===== config.mk =====
export PLATFORM = sky130hd
export DESIGN_NAME = preemptive_priority_scheduler_unit
export DESIGN_NICKNAME = d
export VERILOG_FILES = /design/src/hdl/pps_pkg.sv /design/src/hdl/preemptive_priority_scheduler_unit.sv /design/src/hdl/pps_table.sv
export SDC_FILE = /design/constraint.sdc
export NUM_CORES = 2
export LEC_CHECK = 0
export BUFFER_PORTS_ARGS = -buffer_cell sky130_fd_sc_hd__buf_2
export CAP_MARGIN = 20
export CORE_MARGIN = 4
export CORE_UTILIZATION = 30
export CTS_CLUSTER_SIZE = 10
export DETAILED_ROUTE_END_ITERATION = 12
export GPL_ROUTABILITY_DRIVEN = 0
export GPL_TIMING_DRIVEN = 0
export PLACE_DENSITY = 0.55
export SLEW_MARGIN = 0
export SYNTH_ARGS = -nofsm -noshare
export SYNTH_HDL_FRONTEND = slang
export SYNTH_SLANG_ARGS = --single-unit

===== constraint.sdc =====
create_clock -name clk -period 12.2 [get_ports clk]
set_clock_uncertainty 0.15 [all_clocks]
set_input_delay 0.61 -clock clk [delete_from_list [all_inputs] [get_ports clk]]
set_output_delay 0.61 -clock clk [all_outputs]
set_load 0.005 [all_outputs]

===== src/hdl/pps_pkg.sv =====
// Shared constants and types for the preemptive priority scheduler.
package pps_pkg;

	localparam int JOBS   = 16;
	localparam int TIME_W = 32;
	localparam int ID_W   = 16;
	localparam int PRIO_W = 8;
	localparam int IDX_W  = $clog2(JOBS);

	// One job table entry.
	typedef struct packed {
		logic [ID_W-1:0]   id;
		logic [PRIO_W-1:0] prio;
		logic [TIME_W-1:0] arrival;
		logic [TIME_W-1:0] remaining;
	} pps_entry_t;

	// Write request into the job table; a write also marks the slot valid.
	typedef struct packed {
		logic             en;
		logic [IDX_W-1:0] addr;
		pps_entry_t       data;
	} pps_wr_t;

	// Removal of a slot from the job table.
	typedef struct packed {
		logic             en;
		logic [IDX_W-1:0] addr;
	} pps_clr_t;

endpackage


===== src/hdl/preemptive_priority_scheduler_unit.sv =====
// Top level of the preemptive priority scheduler: event sequencer and result register.
//
// The scheduler keeps up to JOBS jobs in a table memory with a registered
// read; only the per-slot valid flags live in flip-flops, so the entry
// memory needs no clearing pass after reset. An arrival item passes the
// execute state, and also the charge state when it preempts the running
// job, before the result state loads its result; on a preemption the
// running job's entry is read, charged for the time it ran and written
// back. A done item walks the whole table through the single read port,
// one slot per cycle, to pick the next job, then passes the last-compare
// and pick states before the result state loads its result. One item is
// in work at a time; in_stall is low only when the sequencer is idle, which
// it is again from the edge that loads the result. The result sits in an
// output register, so a new item is taken while an earlier result still
// waits on out_stall. Every item gives exactly one result item.
module preemptive_priority_scheduler_unit import pps_pkg::*; (
	input  logic              clk,
	input  logic              arst_n,
	input  logic              in_valid,
	output logic              in_stall,
	input  logic              mode,
	input  logic [TIME_W-1:0] now_time,
	input  logic [ID_W-1:0]   job_id,
	input  logic [PRIO_W-1:0] priority_req,
	input  logic [TIME_W-1:0] job_size,
	output logic              out_valid,
	input  logic              out_stall,
	output logic              dispatch,
	output logic [ID_W-1:0]   run_job_id,
	output logic [TIME_W-1:0] finish_time,
	output logic              preempted,
	output logic              status,
	output logic              busy_now
);

	typedef enum logic [2:0] {
		ST_IDLE,
		ST_EXEC,
		ST_CHARGE,
		ST_SCAN,
		ST_LAST,
		ST_PICK,
		ST_PUSH
	} state_t;

	typedef struct packed {
		logic              dispatch;
		logic [ID_W-1:0]   id;
		logic [TIME_W-1:0] finish;
		logic              preempted;
		logic              status;
		logic              busy;
	} res_t;

	// Adds two times and clamps at the largest representable tick.
	function automatic logic [TIME_W-1:0] sat_add(input logic [TIME_W-1:0] a,
	                                              input logic [TIME_W-1:0] b);
		logic [TIME_W:0] s;
		s = {1'b0, a} + {1'b0, b};
		return s[TIME_W] ? '1 : s[TIME_W-1:0];
	endfunction

	state_t            state_q;

	// The accepted item.
	logic              mode_q;
	logic [TIME_W-1:0] now_q;
	logic [ID_W-1:0]   id_q;
	logic [PRIO_W-1:0] prio_q;
	logic [TIME_W-1:0] size_q;

	// Running job bookkeeping; its priority is mirrored here so that an
	// arrival can decide on preemption without a table read.
	logic              run_q;
	logic [IDX_W-1:0]  run_slot_q;
	logic [PRIO_W-1:0] run_prio_q;
	logic [TIME_W-1:0] start_q;
	logic [IDX_W-1:0]  new_slot_q;

	// Table scan for the pick after a done item.
	logic [IDX_W-1:0]  scan_idx_q;
	logic              rd_v_s1;
	logic [IDX_W-1:0]  idx_s1;
	logic              have_best_q;
	logic [IDX_W-1:0]  best_idx_q;
	pps_entry_t        best_q;

	res_t              res_q;
	res_t              out_q;
	logic              out_valid_q;

	pps_wr_t           wr;
	pps_clr_t          clr;
	logic [IDX_W-1:0]  rd_addr;
	pps_entry_t        rd_data;
	logic [JOBS-1:0]   slot_valid;

	logic              free_found;
	logic [IDX_W-1:0]  free_idx;
	logic              take;
	logic              out_free;
	logic [TIME_W-1:0] ran;
	logic [TIME_W-1:0] charged;

	pps_table u_table (
		.clk        (clk),
		.arst_n     (arst_n),
		.wr         (wr),
		.clr        (clr),
		.rd_addr    (rd_addr),
		.rd_data    (rd_data),
		.slot_valid (slot_valid)
	);

	// Lowest free slot.
	always_comb begin
		free_found = 1'b0;
		free_idx   = '0;
		for (int k = JOBS - 1; k >= 0; k--) begin
			if (!slot_valid[k]) begin
				free_found = 1'b1;
				free_idx   = IDX_W'(k);
			end
		end
	end

	// A scanned slot replaces the best so far only when strictly better, so
	// on a full tie the lowest slot index stays.
	always_comb begin
		take = 1'b0;
		if (rd_v_s1 && slot_valid[idx_s1]) begin
			if (!have_best_q) begin
				take = 1'b1;
			end else if (rd_data.prio != best_q.prio) begin
				take = rd_data.prio > best_q.prio;
			end else if (rd_data.arrival != best_q.arrival) begin
				take = rd_data.arrival < best_q.arrival;
			end else begin
				take = rd_data.remaining < best_q.remaining;
			end
		end
	end

	// Charge for the preempted job; time running backward charges nothing.
	always_comb begin
		ran     = (now_q >= start_q) ? now_q - start_q : '0;
		charged = (rd_data.remaining > ran) ? rd_data.remaining - ran : '0;
	end

	// Table port control. The read in the execute cycle fetches the running
	// job's entry for a possible charge; writes of one item fall in separate
	// cycles and never touch the slot being read, so no forwarding is needed.
	always_comb begin
		wr                = '0;
		clr               = '0;
		rd_addr           = (state_q == ST_EXEC) ? run_slot_q : scan_idx_q;
		if (state_q == ST_EXEC) begin
			if (!mode_q && free_found) begin
				wr.en             = 1'b1;
				wr.addr           = free_idx;
				wr.data.id        = id_q;
				wr.data.prio      = prio_q;
				wr.data.arrival   = now_q;
				wr.data.remaining = size_q;
			end
			if (mode_q && run_q) begin
				clr.en   = 1'b1;
				clr.addr = run_slot_q;
			end
		end else if (state_q == ST_CHARGE) begin
			wr.en                = 1'b1;
			wr.addr              = run_slot_q;
			wr.data              = rd_data;
			wr.data.remaining    = charged;
		end
	end

	assign out_free = !out_valid_q || !out_stall;

	always_ff @(posedge clk or negedge arst_n) begin
		if (!arst_n) begin
			state_q     <= ST_IDLE;
			run_q       <= 1'b0;
			run_slot_q  <= '0;
			start_q     <= '0;
			rd_v_s1     <= 1'b0;
			have_best_q <= 1'b0;
			out_valid_q <= 1'b0;
		end else begin
			rd_v_s1 <= 1'b0;
			if (out_valid_q && !out_stall) begin
				out_valid_q <= 1'b0;
			end
			if (take) begin
				have_best_q <= 1'b1;
				best_idx_q  <= idx_s1;
				best_q      <= rd_data;
			end

			case (state_q)
				ST_IDLE: begin
					if (in_valid) begin
						mode_q  <= mode;
						now_q   <= now_time;
						id_q    <= job_id;
						prio_q  <= priority_req;
						size_q  <= job_size;
						state_q <= ST_EXEC;
					end
				end
				ST_EXEC: begin
					res_q <= '0;
					if (mode_q) begin
						// Done: the running job leaves and the whole table is scanned.
						run_q       <= 1'b0;
						scan_idx_q  <= '0;
						have_best_q <= 1'b0;
						state_q     <= ST_SCAN;
					end else if (!free_found) begin
						res_q.status <= 1'b1;
						res_q.busy   <= run_q;
						state_q      <= ST_PUSH;
					end else if (!run_q) begin
						run_q           <= 1'b1;
						run_slot_q      <= free_idx;
						run_prio_q      <= prio_q;
						start_q         <= now_q;
						res_q.dispatch  <= 1'b1;
						res_q.id        <= id_q;
						res_q.finish    <= sat_add(now_q, size_q);
						res_q.busy      <= 1'b1;
						state_q         <= ST_PUSH;
					end else if (prio_q > run_prio_q) begin
						new_slot_q <= free_idx;
						state_q    <= ST_CHARGE;
					end else begin
						res_q.busy <= 1'b1;
						state_q    <= ST_PUSH;
					end
				end
				ST_CHARGE: begin
					// The charged entry is written back by the port logic.
					run_slot_q      <= new_slot_q;
					run_prio_q      <= prio_q;
					start_q         <= now_q;
					res_q.dispatch  <= 1'b1;
					res_q.id        <= id_q;
					res_q.finish    <= sat_add(now_q, size_q);
					res_q.preempted <= 1'b1;
					res_q.busy      <= 1'b1;
					state_q         <= ST_PUSH;
				end
				ST_SCAN: begin
					rd_v_s1    <= 1'b1;
					idx_s1     <= scan_idx_q;
					scan_idx_q <= scan_idx_q + 1'b1;
					if (scan_idx_q == IDX_W'(JOBS - 1)) begin
						state_q <= ST_LAST;
					end
				end
				ST_LAST: begin
					// The last slot's compare lands at this edge.
					state_q <= ST_PICK;
				end
				ST_PICK: begin
					if (have_best_q) begin
						run_q          <= 1'b1;
						run_slot_q     <= best_idx_q;
						run_prio_q     <= best_q.prio;
						start_q        <= now_q;
						res_q.dispatch <= 1'b1;
						res_q.id       <= best_q.id;
						res_q.finish   <= sat_add(now_q, best_q.remaining);
						res_q.busy     <= 1'b1;
					end
					state_q <= ST_PUSH;
				end
				ST_PUSH: begin
					if (out_free) begin
						out_q       <= res_q;
						out_valid_q <= 1'b1;
						state_q     <= ST_IDLE;
					end
				end
				default: begin
					state_q <= ST_IDLE;
				end
			endcase
		end
	end

	assign in_stall    = (state_q != ST_IDLE);
	assign out_valid   = out_valid_q;
	assign dispatch    = out_q.dispatch;
	assign run_job_id  = out_q.id;
	assign finish_time = out_q.finish;
	assign preempted   = out_q.preempted;
	assign status      = out_q.status;
	assign busy_now    = out_q.busy;

	// The running job always occupies a valid table slot.
	a_run_slot_valid: assert property (@(posedge clk) disable iff (!arst_n)
		run_q |-> slot_valid[run_slot_q])
		else $error("running job has no valid table slot");

	// A new result only appears after the result stage.
	a_out_from_push: assert property (@(posedge clk) disable iff (!arst_n)
		$rose(out_valid_q) |-> $past(state_q == ST_PUSH))
		else $error("result loaded outside the result stage");

	// A preemption is always reported together with a dispatch.
	a_preempt_dispatch: assert property (@(posedge clk) disable iff (!arst_n)
		out_valid_q && out_q.preempted |-> out_q.dispatch && out_q.busy)
		else $error("preemption reported without a dispatch");

	// Scan read data is only in flight while the scan is running.
	a_scan_window: assert property (@(posedge clk) disable iff (!arst_n)
		rd_v_s1 |-> (state_q == ST_SCAN || state_q == ST_LAST))
		else $error("scan read outside the scan window");

endmodule


===== src/hdl/pps_table.sv =====
// Job table: entry memory with registered read and per-slot valid flags.
module pps_table import pps_pkg::*; (
	input  logic             clk,
	input  logic             arst_n,
	input  pps_wr_t          wr,
	input  pps_clr_t         clr,
	input  logic [IDX_W-1:0] rd_addr,
	output pps_entry_t       rd_data,
	output logic [JOBS-1:0]  slot_valid
);

	pps_entry_t      mem [JOBS];
	logic [JOBS-1:0] valid_q;

	always_ff @(posedge clk) begin
		if (wr.en) begin
			mem[wr.addr] <= wr.data;
		end
		rd_data <= mem[rd_addr];
	end

	always_ff @(posedge clk or negedge arst_n) begin
		if (!arst_n) begin
			valid_q <= '0;
		end else begin
			if (wr.en) begin
				valid_q[wr.addr] <= 1'b1;
			end
			if (clr.en) begin
				valid_q[clr.addr] <= 1'b0;
			end
		end
	end

	assign slot_valid = valid_q;

endmodule

After elaboration in Yosys (flattened, before gate mapping). Memory sizes are Yosys's and may differ from the RTL's. A register that Yosys moved wholly into a read port is not among the register bits. Cells that the tools add are included.

Output and inout bits: 54. Register bits after elaboration: 364. Logic and storage cells: 207. Memories kept: 1. Bits of input ports: 93. RAM bits: 1408.

Memories: u_table.mem (words 16, width 88, read ports 1, clocked after memory_dff 1, write ports 1, RTL line pps_table.sv:12) `pps_entry_t mem [JOBS];`.

Bitwise gates (word level): 4. $add $sub $neg: 5. $lt $le $gt $ge: 11. Reduce and logical (&&, ||, !) cells: 30. Equal/unequal tests: 18. Muxes and demuxes: 104.

Operator list (count): 93-bit 2-to-1 mux (3); 32-bit 2-to-1 mux (8); 49-bit 2-to-1 mux (4); 49-bit case mux with 3 select lines (1); 32-bit case mux with 3 select lines (1); 4-bit 2-to-1 mux (22); 32-bit by 32-bit adder with 33-bit output (2); 32-bit less-than comparator (2); 32-bit subtractor (2); 1-bit 2-to-1 mux (40); 32-bit >= comparator (1); 32-bit > comparator (1); 16-bit 2-to-1 mux (2); 8-bit 2-to-1 mux (4); 32-bit != test (1); 8-bit case mux with 3 select lines (1); 3-bit 2-to-1 mux (7); 3-bit case mux with 6 select lines (1); 3-bit AND reduction (6); 16-bit AND (1); 8-bit > comparator (2); 2-bit != test, second input constant (8); 16-bit NOT (1); 16-bit bitwise OR (1); other kinds (27) (50).

Logic depth before layout (Yosys ltp).
Depth in word-level cells: 27. Mapped depth: 26. Depth with buffers taken out: 23.

Cells and area by module. Synthesis repeated with hierarchy kept, for this count alone.

Cell total of the unflattened synthesis: 4349. Area total of the unflattened synthesis: 76851.2 µm².

Modules (own cells, without submodules): pps_table (instances 1, area an instance 54961.5 µm², cells an instance 2297); preemptive_priority_scheduler_unit (instances 1, area an instance 21889.7 µm², cells an instance 2052).

Worst setup path before layout. No wires, ideal clock.

Kind: register to register. From: register best_q[1] in the netlist's numbering. To: register best_idx_q[0], enable pin. Library setup time: 0.706 ns. Data arrival time: 8.963 ns. Slack: 2.380 ns. Stages on the path, launching flop included: 11. Period minus slack after synthesis: 9.820 ns. Path buffers: 0. Cell sequence: edfxtp_1 -> inv_1 -> ha_1 -> a21o_1 -> a21o_1 -> a21o_1 -> a21o_1 -> a2111oi_0 -> o21ai_0 -> a41o_1 -> a311oi_1.

Longest elaborated chain between the ends: 6.

Ends and longest elaborated chain: from (decl) (RTL line preemptive_priority_scheduler_unit.sv:86) `pps_entry_t best_q;`; from (signal assigned) (RTL line preemptive_priority_scheduler_unit.sv:197) `best_q <= rd_data;`; 32-bit less-than comparator (RTL line preemptive_priority_scheduler_unit.sv:139) `take = rd_data.remaining < best_q.remaining;`; 1-bit 2-to-1 mux (RTL line preemptive_priority_scheduler_unit.sv:136) `end else if (rd_data.arrival != best_q.arrival) begin`; 1-bit 2-to-1 mux (RTL line preemptive_priority_scheduler_unit.sv:134) `end else if (rd_data.prio != best_q.prio) begin`; 1-bit 2-to-1 mux (RTL line preemptive_priority_scheduler_unit.sv:132) `if (!have_best_q) begin`; 1-bit 2-to-1 mux (RTL line preemptive_priority_scheduler_unit.sv:131) `if (rd_v_s1 && slot_valid[idx_s1]) begin`; 2-bit AND reduction (no line); to (signal assigned) (RTL line preemptive_priority_scheduler_unit.sv:196) `best_idx_q <= idx_s1;`; to (decl) (RTL line preemptive_priority_scheduler_unit.sv:85) `logic [IDX_W-1:0] best_idx_q;`.

Every way passes these cells. A chain may end at the register's enable or synchronous reset.

==> load_flow_metrics.sql <==
INSERT INTO impl_metrics (metric_group, metric, value, unit) VALUES
('placement', 'io_buffer_count', '146', ''),
('timing', 'worst_slack', '3.635', 'ns'),
('timing', 'rel_slew_slack', '8.347', '%'),
('timing', 'clock.fmax', '116.8', 'MHz'),
('die', 'dieArea', '267100', 'um2'),
('yosys', 'post_synth_most_frequent_cells', '1,713 x sky130_fd_sc_hd__edfxtp_1, 392 x sky130_fd_sc_hd__nand2_1, 357 x sky130_fd_sc_hd__mux4_2', ''),
('final_layout', 'fraction_of_layout_instances_using_a_drive_strength_above_1', '19.02', '%'),
('min_path', 'hold_path.class', 'flop to flop', ''),
('timing', 'final_count_of_pins_violating_max_slew', '0', ''),
('final_layout', 'fin_cells', '8769', ''),
('die', 'core.rowCount', '186', ''),
('min_path', 'hp_start', 'res_q[48]', ''),
('clocking', 'cts_hold_repair.buffers', '92', ''),
('drt', 'detail-route-antenna-nets', '1', ''),
('yosys', 'ys_ff_latch', '1860', ''),
('grt', 'grt.total_usage', '17.31', '%'),
('timing', 'min_period_over_period', '70.21', '%'),
('drt', 'route.vias.total', '45300', ''),
('worst_setup_path', 'worst-endpoint-required', '12.53', 'ns'),
('power', 'power.density', '242.2', 'nW/um2'),
('die', 'initial_core_util', '30.20', '%'),
('yosys', 'yosysTopAreaCell', 'sky130_fd_sc_hd__edfxtp_1', ''),
('placement', 'placed_cell_area', '84870', 'um2'),
('clocking', 'cts_inserted_buffers', '215', ''),
('final_layout', 'postLayoutCellArea', '92620', 'um2'),
('drt', 'dr.pass1.iters', '8', ''),
('worst_setup_path', 'worst-path-max-fanout', '16', ''),
('yosys', 'synthMostInstantiatedCell', 'sky130_fd_sc_hd__edfxtp_1', ''),
('placement', 'detailed_place_hpwl', '163600', 'um'),
('yosys', 'synth.top_cell.area_share', '66.23', '%'),
('worst_setup_path', 'cp-startpoint', 'now_q[0]', ''),
('worst_setup_path', 'worst_r2r_startpoint', 'now_q[0]', ''),
('min_path', 'worst_hold_path.endpoint', 'run_job_id[13]', ''),
('yosys', 'number_of_enable_flip_flop_cells_after_synthesis', '1713', ''),
('grt', 'grt_start_max_net_pins', '42', ''),
('yosys', 'postSynthAreaPerCell', '16.82', 'um2'),
('clocking', 'worst_skew_pair_latency', '0.89', 'ns'),
('die', 'horizontal_die_dimension', '516.8', 'um'),
('power', 'static-leakage-power', '31.52', 'nW'),
('final_layout', 'syn_to_final_growth', '19.24', '%'),
('status', 'failed_checks', 'antenna rules', ''),
('yosys', 'synth.yosys.warnings', '0', ''),
('timing', 'period_minus_slack', '8.565', 'ns'),
('run', 'max_cap_violations', '0', ''),
('yosys', 'synth.cell_area', '77670', 'um2'),
('placement', 'placed_cells', '8252', ''),
('worst_setup_path', 'cell_depth_of_the_worst_flop_to_flop_path', '24', ''),
('clocking', 'clock-sinks', '1860', ''),
('power', 'worst_ir_drop_vdd', '139.6', 'uV'),
('yosys', 'syn-num-nets', '4923', ''),
('drt', 'post_route_wl', '234700', 'um'),
('worst_setup_path', 'crit_path_start_kind', 'flop', ''),
('status', 'result_of_the_run', 'finished, violations left', ''),
('clocking', 'cts.htree.levels', '4', ''),
('final_layout', 'num-nets-final', '5495', ''),
('die', 'design.portCount', '147', ''),
('final_layout', 'fill_cells', '24040', ''),
('power', 'power.total', '22.43', 'mW'),
('worst_setup_path', 'crit_type', 'flop to flop', ''),
('die', 'die_h', '516.8', 'um'),
('grt', 'antenna_found_initial', '15', ''),
('drt', 'dr.first_iter.drc_count', '5056', ''),
('worst_setup_path', 'worst_ep_arrival_time', '8.89', 'ns'),
('die', 'fp.coreArea', '257200', 'um2'),
('worst_setup_path', 'end_kind', 'flop', ''),
('yosys', 'synthDistinctLibCells', '91', ''),
('min_path', 'whs_path_cells', '0', ''),
('grt', 'globalRoute.totalOverflow', '0', ''),
('yosys', 'synthTopCellsByArea', 'sky130_fd_sc_hd__edfxtp_1 66%, sky130_fd_sc_hd__mux4_2 10%, sky130_fd_sc_hd__ha_1 3.4%, sky130_fd_sc_hd__dfxtp_1 2.3%, sky130_fd_sc_hd__dfrtp_1 1.9%', ''),
('clocking', 'clk_pin_slew_worst_paths', '0.05', 'ns'),
('worst_setup_path', 'worst_path_largest_cell_delay', '0.90', 'ns');
sequential cells by signal, indices dropped and copies added (netlist names), 8 cells and up:
| name | cells |
|---|---|
| best_q | 88 |
| finish_time | 32 |
| id_q | 16 |
| now_q | 32 |
| prio_q | 8 |
| res_q | 52 |
| run_job_id | 16 |
| run_prio_q | 8 |
| size_q | 32 |
| start_q | 32 |
| u_table.mem | 1408 |
| u_table.rd_data | 88 |
| u_table.slot_valid | 16 |
stage by stage:
| step | TNS, ns | util [%] |
|---|---|---|
| final | 0 | 36.02 |
| after detailed placement | 0 | 33.00 |
| after floorplan | 0 | - |
| after global routing | 0 | 36.01 |
| after CTS | 0 | 35.96 |
| after global placement | -1239.38 | 32.14 |
cells by family (layout without fill, tap and decap cells):
family / after synthesis / count (layout) / synth area share (%)
multiplexers: 367 / 367 / 10.49
buffers and inverters: 378 / 1135 / 2.089
other: 0 / 11 / 0
XOR/XNOR: 101 / 101 / 1.139
adder cells (fa/ha/maj): 213 / 213 / 3.470
AO/OA/AOI/OAI: 887 / 887 / 7.519
AND/OR/NAND/NOR: 811 / 811 / 4.897
flip-flops: 1860 / 1860 / 70.39
final cells by class:
cell class | instances | area, um2 | share of cell area (%)
diodes | 11 | 27.53 | 0.02972
flip-flops and latches | 1860 | 54680 | 59.04
clock buffers | 371 | 6138 | 6.628
clock inverters | 31 | 554.3 | 0.5985
well taps | 3384 | 4234 | 4.572
plain buffers | 202 | 972.2 | 1.050
inverters | 176 | 660.6 | 0.7133
repair buffers | 355 | 3805 | 4.108
multi-input cells | 2379 | 21550 | 23.26
worst max-delay path: cells and delay by family, from the launching register on:
family / cells / cell delay [ns]
adder cells (fa/ha/maj): 4 / 1.31
flip-flops: 1 / 0.59
buffers and inverters: 3 / 0.47
AO/OA/AOI/OAI: 11 / 4.17
AND/OR/NAND/NOR: 6 / 1.44
layer usage:
layer  vias up  GRT usage (%)  share of wire (%)
met5         -              0                  0
met4         0          6.443                4.0
met3       362          3.187                7.4
met2      1921          26.68                 45
met1     23520          24.41                 44
li1      19500              -                  -
how the worst max path moves through the flow:
stage                                     end
final                      u_table.mem[1][16]
after CTS                 u_table.mem[15][21]
after global routing       u_table.mem[8][24]
after floorplan                 best_idx_q[0]
after global placement             best_q[87]
after detailed placement   u_table.mem[4][12]
power breakdown:
| group | total (mW) | internal, mW | switching, mW |
|---|---|---|---|
| Clock | 6.09 | 3.50 | 2.59 |
| Sequential | 9.06 | 8.65 | 0.403 |
| Combinational | 7.28 | 2.56 | 4.72 |
| Total | 22.4 | 14.7 | 7.71 |
layout by cell type, fill, tap and decap left out, types with 33 or more instances in the layout:
| master | count |
|---|---|
| sky130_fd_sc_hd__a21o_1 | 73 |
| sky130_fd_sc_hd__o21a_1 | 35 |
| sky130_fd_sc_hd__mux4_2 | 357 |
| sky130_fd_sc_hd__a211oi_1 | 101 |
| sky130_fd_sc_hd__xnor2_1 | 66 |
| sky130_fd_sc_hd__ha_1 | 209 |
| sky130_fd_sc_hd__o21ai_0 | 151 |
| sky130_fd_sc_hd__and2_1 | 103 |
| sky130_fd_sc_hd__clkbuf_16 | 217 |
| sky130_fd_sc_hd__dfxtp_1 | 88 |
| sky130_fd_sc_hd__inv_1 | 175 |
| sky130_fd_sc_hd__o21ai_1 | 59 |
| sky130_fd_sc_hd__dlygate4sd3_1 | 92 |
| sky130_fd_sc_hd__buf_2 | 202 |
| sky130_fd_sc_hd__edfxtp_1 | 1713 |
| sky130_fd_sc_hd__a21oi_1 | 154 |
| sky130_fd_sc_hd__nand2_1 | 392 |
| sky130_fd_sc_hd__a22o_1 | 81 |
| sky130_fd_sc_hd__nand3_1 | 33 |
| sky130_fd_sc_hd__nor2_1 | 95 |
| sky130_fd_sc_hd__buf_12 | 65 |
| sky130_fd_sc_hd__xor2_1 | 35 |
| sky130_fd_sc_hd__dfrtp_1 | 59 |
| sky130_fd_sc_hd__nand4_1 | 33 |
| sky130_fd_sc_hd__clkbuf_1 | 247 |
| sky130_fd_sc_hd__a31oi_1 | 99 |
No activity file was read; power rests on OpenSTA's default activity.
